<file path="config.mk">
export PLATFORM = sky130hd
export DESIGN_NAME = chat_keyword_filter
export DESIGN_NICKNAME = d
export VERILOG_FILES = /design/src/rtl/ckf_pkg.sv /design/src/rtl/ckf_fifo.sv /design/src/rtl/ckf_front.sv /design/src/rtl/ckf_back.sv /design/src/rtl/chat_keyword_filter.sv
export SDC_FILE = /design/constraint.sdc
export NUM_CORES = 1
export LEC_CHECK = 0
export BUFFER_PORTS_ARGS = -buffer_cell sky130_fd_sc_hd__buf_2
export CAP_MARGIN = 30
export CORE_ASPECT_RATIO = 2
export CORE_MARGIN = 2
export CORE_UTILIZATION = 59
export CTS_BUF_LIST = sky130_fd_sc_hd__clkbuf_8 sky130_fd_sc_hd__clkbuf_16
export DETAILED_ROUTE_END_ITERATION = 8
export PLACE_DENSITY = 0.9
export SYNTH_ARGS = -nofsm -noshare
export SYNTH_HDL_FRONTEND = slang
export SYNTH_SLANG_ARGS = --single-unit
</file>
<file path="constraint.sdc">
create_clock -name i_clk -period 3.9 [get_ports i_clk]
set_input_delay 0 -clock i_clk [delete_from_list [all_inputs] [get_ports i_clk]]
set_output_delay 0 -clock i_clk [all_outputs]
set_load 0.02 [all_outputs]
</file>
<file path="src/rtl/ckf_pkg.sv">
`timescale 1ns / 1ps

package ckf_pkg;

    // Longest pattern the comparators are built for; the window holds one byte less.
    localparam int unsigned MAX_PATTERN_LEN = 15;
    localparam int unsigned WIN_LEN         = MAX_PATTERN_LEN - 1;
    localparam int unsigned LANG_W          = 32;

    // Default depths of the byte request queue and the verdict queue.
    localparam int unsigned MID_QUEUE_DEPTH = 2;
    localparam int unsigned OUT_QUEUE_DEPTH = 2;

    typedef logic [7:0]                     t_byte;
    typedef logic [8*MAX_PATTERN_LEN-1:0]   t_pat_text;
    typedef logic [8*WIN_LEN-1:0]           t_window;

    // Classified request from the front end to the matcher.
    typedef struct packed {
        t_byte              ch;
        logic               keep;
        logic               last;
        logic               priv;
        logic [LANG_W-1:0]  lang;
    } t_mid_item;

    // Verdict handed from the matcher to the result queue.
    typedef struct packed {
        logic push;
        logic blocked;
    } t_verdict;

    // Whitespace and control bytes, the upper-case letter range and the case bit.
    localparam t_byte CH_TAB   = 8'h09;
    localparam t_byte CH_CR    = 8'h0D;
    localparam t_byte CH_SPACE = 8'h20;
    localparam t_byte CH_UP_A  = 8'h41;
    localparam t_byte CH_UP_Z  = 8'h5A;
    localparam t_byte CASE_BIT = 8'h20;

    // Pattern table, right aligned so the last character sits in the low byte.
    // Every listed pattern that contains "wow" is already covered by the plain
    // "wow" entry, since the hit flag is sticky for the whole message, and
    // duplicate entries add nothing; those are therefore not built.
    localparam int unsigned NUM_PATTERNS = 22;

    localparam t_pat_text PAT_TEXT [NUM_PATTERNS] = '{
        t_pat_text'("sytes"),
        t_pat_text'("instant"),
        t_pat_text'("dyndns"),
        t_pat_text'("no-ip"),
        t_pat_text'("http:"),
        t_pat_text'(".com"),
        t_pat_text'(".net"),
        t_pat_text'(".org"),
        t_pat_text'(".eu"),
        t_pat_text'(".fr"),
        t_pat_text'(".bg"),
        t_pat_text'(".info"),
        t_pat_text'(".br"),
        t_pat_text'("https:"),
        t_pat_text'("wow"),
        t_pat_text'("www."),
        t_pat_text'(".zapto"),
        t_pat_text'(".biz"),
        t_pat_text'(".servegame"),
        t_pat_text'(48'h6c696e656272),
        t_pat_text'(56'h617a72616c6f6e),
        t_pat_text'("ragn")
    };

    localparam int unsigned PAT_LEN [NUM_PATTERNS] = '{
        5, 7, 6, 5, 5, 4, 4, 4, 3, 3, 3, 5, 3, 6, 3, 4, 6, 4, 10, 6, 7, 4
    };

    function automatic t_pat_text pat_mask(input int unsigned len);
        t_pat_text m;
        m = '1;
        m = m >> (8 * (MAX_PATTERN_LEN - len));
        return m;
    endfunction

    // True when some pattern ends at the newest byte of the buffer.
    function automatic logic pattern_hit(input t_pat_text buf_bytes);
        logic hit;
        hit = 1'b0;
        for (int p = 0; p < NUM_PATTERNS; p++) begin
            if (((buf_bytes ^ PAT_TEXT[p]) & pat_mask(PAT_LEN[p])) == '0) begin
                hit = 1'b1;
            end
        end
        return hit;
    endfunction

endpackage

</file>
<file path="src/rtl/ckf_fifo.sv">
`timescale 1ns / 1ps

module ckf_fifo #(
    parameter int unsigned WIDTH = 1,
    parameter int unsigned DEPTH = 2
) (
    input  logic             i_clk,
    input  logic             i_rst_n,
    input  logic             i_push,
    input  logic [WIDTH-1:0] i_data,
    output logic             o_full,
    input  logic             i_pop,
    output logic [WIDTH-1:0] o_data,
    output logic             o_empty
);

    localparam int unsigned PW = (DEPTH > 1) ? $clog2(DEPTH) : 1;
    localparam int unsigned CW = $clog2(DEPTH + 1);

    logic [WIDTH-1:0] r_mem [DEPTH];
    logic [PW-1:0]    r_wptr, n_wptr;
    logic [PW-1:0]    r_rptr, n_rptr;
    logic [CW-1:0]    r_count, n_count;
    logic             wr, rd;

    assign o_full  = (r_count == CW'(DEPTH));
    assign o_empty = (r_count == '0);
    assign o_data  = r_mem[r_rptr];
    assign wr      = i_push && !o_full;
    assign rd      = i_pop && !o_empty;

    always_comb begin
        n_wptr  = r_wptr;
        n_rptr  = r_rptr;
        n_count = r_count;
        if (wr) begin
            n_wptr = (r_wptr == PW'(DEPTH - 1)) ? '0 : r_wptr + 1'b1;
        end
        if (rd) begin
            n_rptr = (r_rptr == PW'(DEPTH - 1)) ? '0 : r_rptr + 1'b1;
        end
        case ({wr, rd})
            2'b10:   n_count = r_count + 1'b1;
            2'b01:   n_count = r_count - 1'b1;
            default: n_count = r_count;
        endcase
    end

    always_ff @(posedge i_clk) begin
        if (!i_rst_n) begin
            r_wptr  <= '0;
            r_rptr  <= '0;
            r_count <= '0;
        end else begin
            r_wptr  <= n_wptr;
            r_rptr  <= n_rptr;
            r_count <= n_count;
        end
    end

    always_ff @(posedge i_clk) begin
        if (wr) begin
            r_mem[r_wptr] <= i_data;
        end
    end

endmodule

</file>
<file path="src/rtl/ckf_front.sv">
`timescale 1ns / 1ps

module ckf_front #(
    parameter int unsigned MID_DEPTH = ckf_pkg::MID_QUEUE_DEPTH
) (
    input  logic                       i_clk,
    input  logic                       i_rst_n,
    input  logic                       push,
    output logic                       full,
    input  ckf_pkg::t_byte             i_char_byte,
    input  logic                       i_last_char,
    input  logic                       i_privileged,
    input  logic [ckf_pkg::LANG_W-1:0] i_language,
    input  logic                       i_pop,
    output ckf_pkg::t_mid_item         o_item,
    output logic                       o_empty
);

    ckf_pkg::t_mid_item item;
    logic               is_space;
    logic               is_upper;

    // Tab through carriage return, and the space character, are marked as not kept and never enter the window.
    assign is_space = ((i_char_byte >= ckf_pkg::CH_TAB) && (i_char_byte <= ckf_pkg::CH_CR))
                   || (i_char_byte == ckf_pkg::CH_SPACE);
    assign is_upper = (i_char_byte >= ckf_pkg::CH_UP_A) && (i_char_byte <= ckf_pkg::CH_UP_Z);

    always_comb begin
        item.ch   = is_upper ? (i_char_byte | ckf_pkg::CASE_BIT) : i_char_byte;
        item.keep = !is_space;
        item.last = i_last_char;
        item.priv = i_privileged;
        item.lang = i_language;
    end

    ckf_fifo #(
        .WIDTH ($bits(ckf_pkg::t_mid_item)),
        .DEPTH (MID_DEPTH)
    ) u_mid_q (
        .i_clk   (i_clk),
        .i_rst_n (i_rst_n),
        .i_push  (push),
        .i_data  (item),
        .o_full  (full),
        .i_pop   (i_pop),
        .o_data  (o_item),
        .o_empty (o_empty)
    );

endmodule

</file>
<file path="src/rtl/ckf_back.sv">
`timescale 1ns / 1ps

module ckf_back (
    input  logic                       i_clk,
    input  logic                       i_rst_n,
    input  logic [ckf_pkg::LANG_W-1:0] i_addon_language,
    input  ckf_pkg::t_mid_item         i_item,
    input  logic                       i_empty,
    output logic                       o_pop,
    input  logic                       i_out_full,
    output ckf_pkg::t_verdict          o_verdict
);

    ckf_pkg::t_window r_win, n_win;
    logic             r_hit, n_hit;
    logic             match;
    logic             hit_now;

    assign o_pop   = !i_empty && !i_out_full;
    assign match   = ckf_pkg::pattern_hit({r_win, i_item.ch});
    assign hit_now = r_hit || (i_item.keep && match);

    always_comb begin
        n_win = r_win;
        n_hit = r_hit;
        if (o_pop) begin
            if (i_item.last) begin
                n_win = '0;
                n_hit = 1'b0;
            end else if (i_item.keep) begin
                n_win = {r_win[8*ckf_pkg::WIN_LEN-9:0], i_item.ch};
                n_hit = hit_now;
            end
        end
        o_verdict.push    = o_pop && i_item.last;
        o_verdict.blocked = hit_now && !i_item.priv && (i_item.lang != i_addon_language);
    end

    always_ff @(posedge i_clk) begin
        if (!i_rst_n) begin
            r_win <= '0;
            r_hit <= 1'b0;
        end else begin
            r_win <= n_win;
            r_hit <= n_hit;
        end
    end

endmodule

</file>
<file path="src/rtl/chat_keyword_filter.sv">
`timescale 1ns / 1ps

// Channel     | Direction | Handshake            | Payload
// ------------+-----------+----------------------+-----------------------------------------
// byte in     | in        | push / full          | i_char_byte, i_last_char, i_privileged,
//             |           |                      | i_language
// verdict out | out       | empty / pop          | o_blocked
// config      | in        | i_cfg_we             | i_cfg_wdata (add-on language code)
//
// One byte request is taken every cycle while the byte queue has room. The last byte of a
// message waits in the byte queue until the result queue has room; the matcher's parallel
// pattern comparators then form the verdict combinationally and push it into the result
// queue, from which the consumer pops it.
// Reset is synchronous and active low; it empties both queues, clears the window and
// the hit flag, and sets the add-on language to all ones.
// A stalled result side only holds the matcher while its queue is full; the byte
// queue keeps taking requests until it fills as well.

module chat_keyword_filter #(
    parameter int unsigned MID_DEPTH = ckf_pkg::MID_QUEUE_DEPTH,
    parameter int unsigned OUT_DEPTH = ckf_pkg::OUT_QUEUE_DEPTH
) (
    input  logic                       i_clk,
    input  logic                       i_rst_n,
    input  logic                       push,
    output logic                       full,
    input  ckf_pkg::t_byte             i_char_byte,
    input  logic                       i_last_char,
    input  logic                       i_privileged,
    input  logic [ckf_pkg::LANG_W-1:0] i_language,
    output logic                       empty,
    input  logic                       pop,
    output logic                       o_blocked,
    input  logic                       i_cfg_we,
    input  logic [ckf_pkg::LANG_W-1:0] i_cfg_wdata
);

    // Language code whose messages always pass.
    logic [ckf_pkg::LANG_W-1:0] r_addon_language;

    ckf_pkg::t_mid_item mid_item;
    logic               mid_empty;
    logic               mid_pop;
    logic               out_full;
    ckf_pkg::t_verdict  verdict;

    always_ff @(posedge i_clk) begin
        if (!i_rst_n) begin
            r_addon_language <= '1;
        end else if (i_cfg_we) begin
            r_addon_language <= i_cfg_wdata;
        end
    end

    // The front end folds case, marks whitespace and queues the request.
    ckf_front #(
        .MID_DEPTH (MID_DEPTH)
    ) u_front (
        .i_clk        (i_clk),
        .i_rst_n      (i_rst_n),
        .push         (push),
        .full         (full),
        .i_char_byte  (i_char_byte),
        .i_last_char  (i_last_char),
        .i_privileged (i_privileged),
        .i_language   (i_language),
        .i_pop        (mid_pop),
        .o_item       (mid_item),
        .o_empty      (mid_empty)
    );

    // The back end shifts kept bytes through the window, runs the comparators
    // and forms the verdict on the last byte of each message.
    ckf_back u_back (
        .i_clk            (i_clk),
        .i_rst_n          (i_rst_n),
        .i_addon_language (r_addon_language),
        .i_item           (mid_item),
        .i_empty          (mid_empty),
        .o_pop            (mid_pop),
        .i_out_full       (out_full),
        .o_verdict        (verdict)
    );

    // Verdicts wait here until the consumer pops them.
    ckf_fifo #(
        .WIDTH (1),
        .DEPTH (OUT_DEPTH)
    ) u_out_q (
        .i_clk   (i_clk),
        .i_rst_n (i_rst_n),
        .i_push  (verdict.push),
        .i_data  (verdict.blocked),
        .o_full  (out_full),
        .i_pop   (pop),
        .o_data  (o_blocked),
        .o_empty (empty)
    );

endmodule

</file>
==> results of run 1 <==
-- cells in the final DEF, fill, tap and decap left out, types with 19 or more instances in the layout --
cell	instances
dfxtp_1	114
edfxtp_1	88
nor2b_1	85
buf_2	81
dlygate4sd3_1	78
a22oi_1	72
mux2i_1	67
nand2_1	50
xnor2_1	38
nor2_1	23
nor4_1	22
clkbuf_16	19
-- cells by family (layout without fill, tap and decap cells) --
logic type,count (synthesis),in the layout,synth area share
and+or+nand+nor,296,296,0.199
DFF,203,203,0.556
AOI/OAI and AO/OA,115,115,0.0953
muxes,75,75,0.0855
buffers and inverters,52,211,0.0242
xor gates and xnor gates,38,38,0.0374
adders and majority gates,2,2,0.00281
-- registers in the layout, indices dropped and copies added, names as in the netlist, 2 cells and up, named ones only --
| signal | cells |
|---|---|
| u_front.u_mid_q.r_count | 2 |
| u_out_q.r_mem | 2 |
| u_back.r_win | 72 |
| u_front.u_mid_q.r_mem | 86 |
| r_addon_language | 32 |
| u_out_q.r_count | 2 |
-- worst max-delay path: cells and delay by family (launching register included) --
kind,cells,cell delay (ns)
DFF,1,0.96
xor gates and xnor gates,1,0.16
muxes,1,0.33
buffers and inverters,1,0.37
and+or+nand+nor,2,0.74
AOI/OAI and AO/OA,2,0.31
-- metrics by stage --
step                       util  cells  total power, mW
after floorplan               -    781             3.47
after CTS                 0.731   1132             5.65
after global placement    0.639   1023             3.76
after detailed placement  0.639   1023             3.81
after global routing      0.734   1135             5.98
final                     0.734   1135             5.82
-- power by group through the flow --
stage | clock network (mW) | logic, mW | registers (mW)
finish | 1.82 | 1.35 | 2.64
detailed placement | 0 | 1.16 | 2.65
floorplan | 0 | 0.913 | 2.56
CTS | 1.79 | 1.25 | 2.61
global placement | 0 | 1.12 | 2.64
global route | 1.91 | 1.41 | 2.65
-- metal layers --
layer  share of wire  vias up
met5               0        -
met4           0.070        0
met3           0.078      130
met2            0.52      510
met1            0.34     3545
li1                -     3190
-- cell type report --
type / count / area, um^2 / share of cell area
clock buffers: 20 / 489 / 0.0450
flip-flops and latches: 203 / 4950 / 0.455
inverters: 10 / 37.5 / 0.00345
clock inverters: 12 / 105 / 0.00966
well taps: 195 / 244 / 0.0224
repair buffers: 169 / 1300 / 0.119
multi-input cells: 526 / 3760 / 0.345
-- worst paths after layout --
check                                                           end                          start  depth (start not counted)  slack, ns
worst min-delay path            u_front.u_mid_q.r_wptr$_SDFFE_PN0P_                           push                          4       0.06
worst max-delay path                     u_out_q.r_mem[0]$_DFFE_PP_                      flip-flop                          7       0.75
worst max register to register           u_out_q.r_mem[0]$_DFFE_PP_                      flip-flop                          7       0.75
worst min register to register        u_back.r_win[65]$_SDFFE_PN0P_  u_back.r_win[65]$_SDFFE_PN0P_                          2       0.52
==> flow_metrics.py, run 1 <==
metrics = {
    "run_status": {
        "status": "finished, final reports clean",
    },
    "grt": {
        "antenna_found_initial": 0,
        "grt_max_degree": 75,
        "top_usage_layer": "met2",
        "grt_use_met2": 0.623,
        "grt_pass1_vias": 7497,
        "gr-usage-met1": 0.383,
        "grt_use_met3": 0.0471,
        "grt_usage": 0.345,
        "grt_pass1_wl_um": 42800,
        "overflow": 0,
    },
    "synth": {
        "ys_ff_latch": 203,
        "synthTopCellsByArea": "edfxtp_1, dfxtp_1, mux2i_1, a22oi_1, nor2b_1",
        "netlist_area_um2": 8900,
        "synth_flop_cell": "dfxtp_1",
        "synth_edf_count": 88,
        "async_reset_ff_frac": 0,
        "synth_common_cells": "dfxtp_1, edfxtp_1, nor2b_1",
        "avgSynthCellArea_um2": 11.4,
        "synth_top_cell_area_share": 0.297,
        "synth_most_common_cell": "dfxtp_1",
        "ys_types": 62,
        "synth_nets": 862,
        "seq_area_frac_synth": 0.556,
        "yosysTopAreaCell": "edfxtp_1",
        "syn-instance-count": 781,
        "yosysWarnings": 0,
    },
    "setup_path": {
        "crit_type": "flip-flop to flip-flop",
        "start_kind": "flip-flop",
        "cp-end-kind": "flip-flop",
        "cpMaxStageDelayCell": "dfxtp_2",
        "path_max_fanout": 39,
        "slowest_delay_ns": 0.96,
        "crit_chain": "buf_4 -> mux2i_1 -> xnor2_1 -> nor4_1 -> nand4_1 -> o221ai_1 -> a21oi_1",
        "worstPathArrival_ns": 3.35,
        "worstPathRequired_ns": 4.10,
    },
    "clock_tree": {
        "tritoncts": "built",
        "cts_sinks": 203,
        "cts_setup_buffers": 0,
        "root_buffer": "clkbuf_16",
        "htree_levels": 1,
        "cts.clk_slew.worst_paths_ns": 0.07,
        "clock_latency_ns": 0.48,
        "cts_max_path_buffers": 3,
        "numCtsBuffers": 18,
        "ctsHoldBuffers": 77,
        "cts-resized-gates": 0,
    },
    "detailed_routing": {
        "drt-pass1-iter-count": 7,
        "ant_nets": 0,
        "drt_iter0_markers": 726,
        "via_per_inst": 6.50,
        "drt_wl_total_um": 28600,
        "drc": 0,
        "wire_per_inst_um": 25.2,
        "vias": 7375,
    },
    "layout": {
        "antenna_cells": 0,
        "fin_nets": 1009,
        "n_fill_cell": 931,
        "area_growth_pct": 22.2,
        "drive_above_1_share": 0.144,
        "final_area_um2": 10900,
    },
    "worst_hold_path": {
        "hold_class": "input pin to flip-flop",
    },
    "timing": {
        "rsz0062_at_grt": "false",
        "tns_ns": 0,
        "max_slew_margin": 0.329,
        "fmax_mhz": 318,
        "setup_viol": 0,
        "finalHoldViolCount": 0,
        "min_period_over_period": 0.807,
        "setup_slack_ns": 0.752,
        "hold_slack_ns": 0.0619,
        "maxSlewViolCount": 0,
        "min_period_ns": 3.15,
        "worst_slew_pin_slew_ns": 0.998,
        "finClkSkew_ns": 0.0125,
    },
    "die": {
        "core_area_um2": 14800,
        "fp.dieW_um": 90.8,
        "ioPinCount": 82,
        "fp.dieH_um": 178,
        "initial_utilization": 0.601,
        "dieArea_um2": 16100,
        "num_rows": 63,
    },
    "power_and_ir_drop": {
        "switchingPower_mw": 1.83,
        "p_per_area_nw_per_um2": 535,
        "p_seq_frac": 0.454,
        "p_sw_frac": 0.314,
        "p_leak_nw": 3.81,
        "clkPwrFrac": 0.313,
        "p_comb_frac": 0.232,
        "ir_worst_vdd_mv": 0.589,
        "internal-power_mw": 3.99,
    },
    "job": {
        "cap_violations": 0,
    },
    "place": {
        "place_area_um2": 9460,
        "post-dp-hpwl_um": 15700,
        "dp_slack_ns": 1.12,
        "globalplace.congestion": 0.970,
        "port_buffers": 81,
    },
}
Power figures use the tool's default switching activity.
==> inputs of run 2 (changes only) <==
clock period = 2.9 ns   (was 3.9 ns; I/O delays follow)
==> flow_metrics.py, run 2 (synthesized netlist as in run 1, its figures left out) <==
metrics = {
    "setup_path": {
        "reg2reg_depth": 7,
        "cp-end-kind": "flip-flop",
        "start_kind": "flip-flop",
        "worstPathArrival_ns": 2.95,
        "cpMaxStageDelayCell": "nor4_1",
        "ff2ff_setup_slack_ns": 0.17,
        "crit_type": "flip-flop to flip-flop",
        "slowest_delay_ns": 0.59,
        "path_max_fanout": 26,
        "crit_chain": "buf_12 -> mux2i_1 -> xnor2_1 -> nor4_1 -> nand4_1 -> o221ai_1 -> a21oi_1",
        "worstPathRequired_ns": 3.12,
        "r2r_end": "u_out_q.r_mem[0]$_DFFE_PP_",
    },
    "die": {
        "dieArea_um2": 16100,
        "fp.dieW_um": 90.8,
        "core_area_um2": 14800,
        "fp.dieH_um": 178,
        "ioPinCount": 82,
        "initial_utilization": 0.601,
        "num_rows": 63,
    },
    "grt": {
        "antenna_found_initial": 0,
        "grt_usage": 0.367,
        "grt_pass1_vias": 7853,
        "overflow": 0,
        "grt_pass1_wl_um": 45400,
        "grt_max_degree": 73,
    },
    "place": {
        "globalplace.congestion": 0.967,
        "port_buffers": 81,
        "post-dp-hpwl_um": 16800,
        "place_area_um2": 9600,
    },
    "power_and_ir_drop": {
        "p_per_area_nw_per_um2": 722,
        "p_leak_nw": 3.86,
        "ir_worst_vdd_mv": 0.774,
    },
    "layout": {
        "ff_latch_area_um2": 4950,
        "final_common_cell": "dfxtp_1",
        "multi_input_area_um2": 3760,
        "final_cell_mix": "dfxtp_1, edfxtp_1, nor2b_1",
        "final_area_um2": 11000,
        "n_fill_cell": 902,
        "area_growth_pct": 23.1,
        "antenna_cells": 0,
        "largest_register": "u_front.u_mid_q.r_mem",
        "fin_nets": 1016,
        "largestRegisters": "u_front.u_mid_q.r_mem (86), u_back.r_win (72), r_addon_language (32)",
        "drive_above_1_share": 0.153,
        "largest_reg_flops": 86,
    },
    "detailed_routing": {
        "via_per_inst": 6.67,
        "drt_iter0_markers": 830,
        "ant_nets": 0,
        "vias": 7622,
        "drc": 0,
        "drt-pass1-iter-count": 6,
        "wire_per_inst_um": 26.5,
        "drt_wl_total_um": 30200,
    },
    "clock_tree": {
        "cts-resized-gates": 0,
        "cts_max_path_buffers": 3,
        "tritoncts": "built",
        "cts_sinks": 203,
        "root_buffer": "clkbuf_16",
        "cts.clk_slew.worst_paths_ns": 0.08,
        "numCtsBuffers": 18,
        "clock_latency_ns": 0.50,
        "cts_setup_buffers": 0,
        "htree_levels": 1,
    },
    "timing": {
        "tns_ns": 0,
        "maxSlewViolCount": 0,
        "rsz0062_at_grt": "false",
        "worst_slew_pin_slew_ns": 0.849,
        "finalHoldViolCount": 0,
        "min_period_over_period": 0.941,
        "min_period_ns": 2.73,
        "fmax_mhz": 367,
        "finClkSkew_ns": 0.0140,
        "max_slew_margin": 0.434,
        "setup_viol": 0,
    },
    "run_status": {
        "status": "finished, final reports clean",
    },
    "worst_hold_path": {
        "hold_class": "input pin to flip-flop",
        "hp-start": "push",
        "whs_endpoint": "u_front.u_mid_q.r_wptr$_SDFFE_PN0P_",
        "hold_depth": 4,
    },
    "job": {
        "cap_violations": 0,
    },
}
[run 2: layer usage]
layer  vias to the layer above  part of all wire  track usage
met4                         0             0.081        0.235
li1                       3207                 -            -
met3                       184             0.075       0.0611
met5                         -                 0            0
met2                       561              0.52        0.681
met1                      3670              0.32        0.377
[run 2: critical path, delay by kind of cell (launching register included)]
kind	cells	cell delay (ns)
simple gates	2	0.91
flops	1	0.54
compound gates	2	0.35
buf+inv	1	0.27
mux	1	0.26
xor+xnor	1	0.11
[run 2: where the power goes]
| group | leakage [nW] | internal, mW | switching (mW) |
|---|---|---|---|
| Combinational | 1.80 | 0.737 | 1.17 |
| Sequential | 1.75 | 3.27 | 0.229 |
| Clock | 0.301 | 1.37 | 1.13 |
| Total | 3.86 | 5.38 | 2.52 |
[run 2: through the flow]
step,util,hold slack (ns),std cells,setup WS (ns),total power [mW]
finish,0.739,0.0286,1142,0.172,7.90
CTS,0.737,0.0319,1140,0.317,7.64
detailed placement,0.648,0.191,1034,0.416,5.18
floorplan,-,0.0989,781,0.0178,4.66
global route,0.739,0.0701,1142,0.187,8.06
global placement,0.648,0.188,1034,0.406,5.11
[run 2: worst max-delay path by stage]
stage / startpoint / end / slack (ns) / cells after the start
2_1_floorplan: u_front.u_mid_q.r_count[0]$_SDFFE_PN0P_ / u_front.u_mid_q.r_mem[0][0]$_DFFE_PP_ / 0.02 / 3
3_3_place_gp: flip-flop / u_out_q.r_mem[0]$_DFFE_PP_ / 0.41 / 7
3_5_place_dp: flip-flop / u_out_q.r_mem[0]$_DFFE_PP_ / 0.42 / 7
4_1_cts: flip-flop / u_out_q.r_mem[1]$_DFFE_PP_ / 0.32 / 7
5_1_grt: flip-flop / u_out_q.r_mem[0]$_DFFE_PP_ / 0.19 / 7
6_report: flip-flop / u_out_q.r_mem[0]$_DFFE_PP_ / 0.17 / 7
[run 2: timing repair]
item,4_1_cts,5_1_grt
setup endpoints to repair,0,0
hold buffers,74,1
endpoints found under the hold margin,118,3
[run 2: final cells by class]
cell class / count / share of cell area
timing repair buffer: 176 / 0.126
tap: 195 / 0.0223
clock inverter: 13 / 0.0103
clock buffer: 19 / 0.0434
inverter: 10 / 0.00343
multi-input combinational: 526 / 0.343
sequential: 203 / 0.452
==> inputs of run 3 (changes only) <==
ABC_AREA = 1   (was unset)
CORE_UTILIZATION = 60   (was 59)
PLACE_DENSITY = 0.91   (was 0.9)
==> flow_metrics.py, run 3 <==
metrics = {
    "run_status": {
        "status": "finished, final reports clean",
    },
    "synth": {
        "synth_flop_cell": "dfxtp_1",
        "synth_top_cell_area_share": 0.281,
        "synthMuxAreaShare": 0.00333,
        "avgSynthCellArea_um2": 7.63,
        "yosysTopAreaCell": "edfxtp_1",
        "synth-xor-area-share": 0.0308,
        "synth_most_common_cell": "nand2_1",
        "synth_edf_count": 88,
        "ys_ff_latch": 203,
        "synth_nets": 1313,
        "yosysWarnings": 0,
        "seq_area_frac_synth": 0.526,
        "synthTopCellsByArea": "edfxtp_1, dfxtp_1, nand2_1, nor2_1, a21oi_1",
        "netlist_area_um2": 9400,
        "ys_types": 29,
        "yosys.area_share.simple": 0.318,
        "synth_compound_area_frac": 0.0538,
        "syn-instance-count": 1232,
        "async_reset_ff_frac": 0,
        "synthAdderAreaFrac": 0.00266,
        "synth_common_cells": "nand2_1, nor2_1, dfxtp_1",
        "synth_top_family_by_area": "simple AND/OR/NAND/NOR gates",
    },
    "clock_tree": {
        "cts_max_path_buffers": 3,
        "cts_sinks": 203,
        "htree_levels": 1,
        "cts_setup_buffers": 0,
        "root_buffer": "clkbuf_16",
        "tritoncts": "built",
        "cts.clk_slew.worst_paths_ns": 0.08,
        "numCtsBuffers": 18,
        "cts-resized-gates": 0,
        "clock_latency_ns": 0.50,
    },
    "setup_path": {
        "cpMaxStageDelayCell": "dfxtp_2",
        "path_max_fanout": 22,
        "cpLargestDelayFamily": "simple AND/OR/NAND/NOR gates",
        "cp.buffers_inverters": 1,
        "ff2ff_setup_slack_ns": 0.34,
        "worstPathRequired_ns": 3.13,
        "cp-end-kind": "flip-flop",
        "slowest_delay_ns": 0.61,
        "start_kind": "flip-flop",
        "crit_type": "flip-flop to flip-flop",
        "reg2reg_depth": 11,
        "worst-path-stages": 11,
        "r2r_end": "u_out_q.r_mem[0]$_DFFE_PP_",
        "worstPathArrival_ns": 2.78,
        "crit_chain": "buf_4 -> nand2_1 -> nand2_1 -> xnor2_1 -> nand2_1 -> nor3_1 -> nand4_1 -> nor2_1 -> nand2_1 -> nand2_1 -> a21oi_1",
        "crit_top_cell": "nand2_1",
    },
    "grt": {
        "grt_max_degree": 73,
        "antenna_found_initial": 0,
        "grt_pass1_wl_um": 46700,
        "grt_pass1_vias": 9248,
        "overflow": 0,
        "grt_usage": 0.361,
    },
    "place": {
        "dp_slack_ns": 0.627,
        "post-dp-hpwl_um": 16900,
        "globalplace.congestion": 0.988,
        "port_buffers": 81,
        "place_inst": 1476,
        "place_area_um2": 9920,
    },
    "die": {
        "fp.dieH_um": 181,
        "ioPinCount": 82,
        "num_rows": 64,
        "dieArea_um2": 16700,
        "core_area_um2": 15300,
        "fp.dieW_um": 92.5,
        "initial_utilization": 0.614,
    },
    "detailed_routing": {
        "drt_wl_total_um": 29700,
        "ant_nets": 0,
        "drt-pass1-iter-count": 5,
        "vias": 9010,
        "via_per_inst": 5.69,
        "drt_iter0_markers": 714,
        "wire_per_inst_um": 18.8,
        "drc": 0,
    },
    "power_and_ir_drop": {
        "internal-power_mw": 5.24,
        "p_sw_frac": 0.371,
        "p_leak_nw": 4.44,
        "p_comb_frac": 0.299,
        "p_seq_frac": 0.420,
        "switchingPower_mw": 3.09,
        "clkPwrFrac": 0.281,
        "ir_worst_vdd_mv": 0.682,
        "fin_total_pwr_mw": 8.32,
        "p_per_area_nw_per_um2": 741,
    },
    "timing": {
        "tns_ns": 0,
        "min_period_ns": 2.56,
        "finalHoldViolCount": 0,
        "max_slew_margin": 0.245,
        "setup_slack_ns": 0.343,
        "min_period_over_period": 0.882,
        "setup_viol": 0,
        "fmax_mhz": 391,
        "finClkSkew_ns": 0.0154,
        "maxSlewViolCount": 0,
        "rsz0062_at_grt": "false",
        "worst_slew_pin_slew_ns": 1.13,
    },
    "layout": {
        "final_cells": 1584,
        "final_area_um2": 11200,
        "drive_above_1_share": 0.0981,
        "final_cell_mix": "nand2_1, nor2_1, dfxtp_1",
        "fin_nets": 1455,
        "largest_register": "u_front.u_mid_q.r_mem",
        "largestRegisters": "u_front.u_mid_q.r_mem (86), u_back.r_win (72), r_addon_language (32)",
        "final_common_cell": "nand2_1",
        "area_growth_pct": 19.5,
        "antenna_cells": 0,
        "largest_reg_flops": 86,
    },
    "worst_hold_path": {
        "hp-start": "i_cfg_we",
        "whs_endpoint": "r_addon_language[29]$_SDFFE_PN1P_",
        "hold_class": "input pin to flip-flop",
        "hold_depth": 3,
    },
    "job": {
        "cap_violations": 0,
    },
}
run 3: changes by cell type in the layout (fill, tap and decap cells not counted), moves of 20 or more:
cell | before | now
a21oi_1 | 10 | 84
a22oi_1 | 72 | 0
inv_1 | 14 | 96
mux2i_1 | 67 | 2
nand2_1 | 50 | 507
nand3_1 | 13 | 59
nor2_1 | 23 | 140
nor2b_1 | 85 | 1
nor4_1 | 22 | 2
xnor2_1 | 38 | 12
xor2_1 | 0 | 21
run 3: worst max-delay path by stage:
| stage | from | endpoint | slack, ns |
|---|---|---|---|
| final | flip-flop | u_out_q.r_mem[0]$_DFFE_PP_ | 0.34 |
| after global placement | flip-flop | u_out_q.r_mem[0]$_DFFE_PP_ | 0.71 |
| after detailed placement | flip-flop | u_out_q.r_mem[0]$_DFFE_PP_ | 0.63 |
| after CTS | flip-flop | u_out_q.r_count[1]$_SDFFE_PN0P_ | 0.58 |
| after floorplan | u_front.u_mid_q.r_count[0]$_SDFFE_PN0P_ | u_front.u_mid_q.r_mem[0][0]$_DFFE_PP_ | 0.02 |
| after global routing | flip-flop | u_out_q.r_mem[0]$_DFFE_PP_ | 0.29 |
run 3: area by class of cell:
type / instances / area [um^2]
clock buffers: 18 / 450
clock inverters: 14 / 100
fillers: 1043 / 4070
inverters: 97 / 369
multi-input cells: 887 / 3850
flip-flops and latches: 203 / 4950
well taps: 198 / 248
repair buffers: 167 / 1270
run 3: timing repair:
action	CTS	global route
endpoints found under the hold margin	121	0
setup endpoints to repair	0	0
hold buffers	76	0
run 3: cells by family (layout without fill, tap and decap cells):
group	Yosys count	after routing
buf+inv	142	296
fa+ha+maj	2	2
xor+xnor	33	33
mux	3	3
compound gates	99	99
flops	203	203
simple gates	750	750
run 3: power by group through the flow:
stage | clock, mW | sequential (mW) | combinational [mW]
finish | 2.34 | 3.50 | 2.49
global route | 2.45 | 3.52 | 2.70
CTS | 2.29 | 3.46 | 2.32
detailed placement | 0 | 3.53 | 2.21
global placement | 0 | 3.51 | 2.14
floorplan | 0 | 3.45 | 1.81
run 3: per-stage QoR:
step,util,hold slack [ns]
floorplan,-,0.0989
global placement,0.648,0.188
detailed placement,0.648,0.191
CTS,0.734,0.0404
global route,0.734,0.0938
finish,0.734,0.0910
run 3: worst min-delay path, cell delays in order:
cell     delay [ns]
buf_2          0.32
nand2_1        0.14
nand3_1        0.07
run 3: layer usage:
| layer | wire length [um] | vias to the layer above | track usage |
|---|---|---|---|
| li1 | - | 4169 | - |
| met1 | 9100 | 4076 | 0.347 |
| met2 | 15800 | 576 | 0.676 |
| met3 | 2120 | 189 | 0.0500 |
| met4 | 2660 | 0 | 0.264 |
| met5 | 0 | - | 0 |
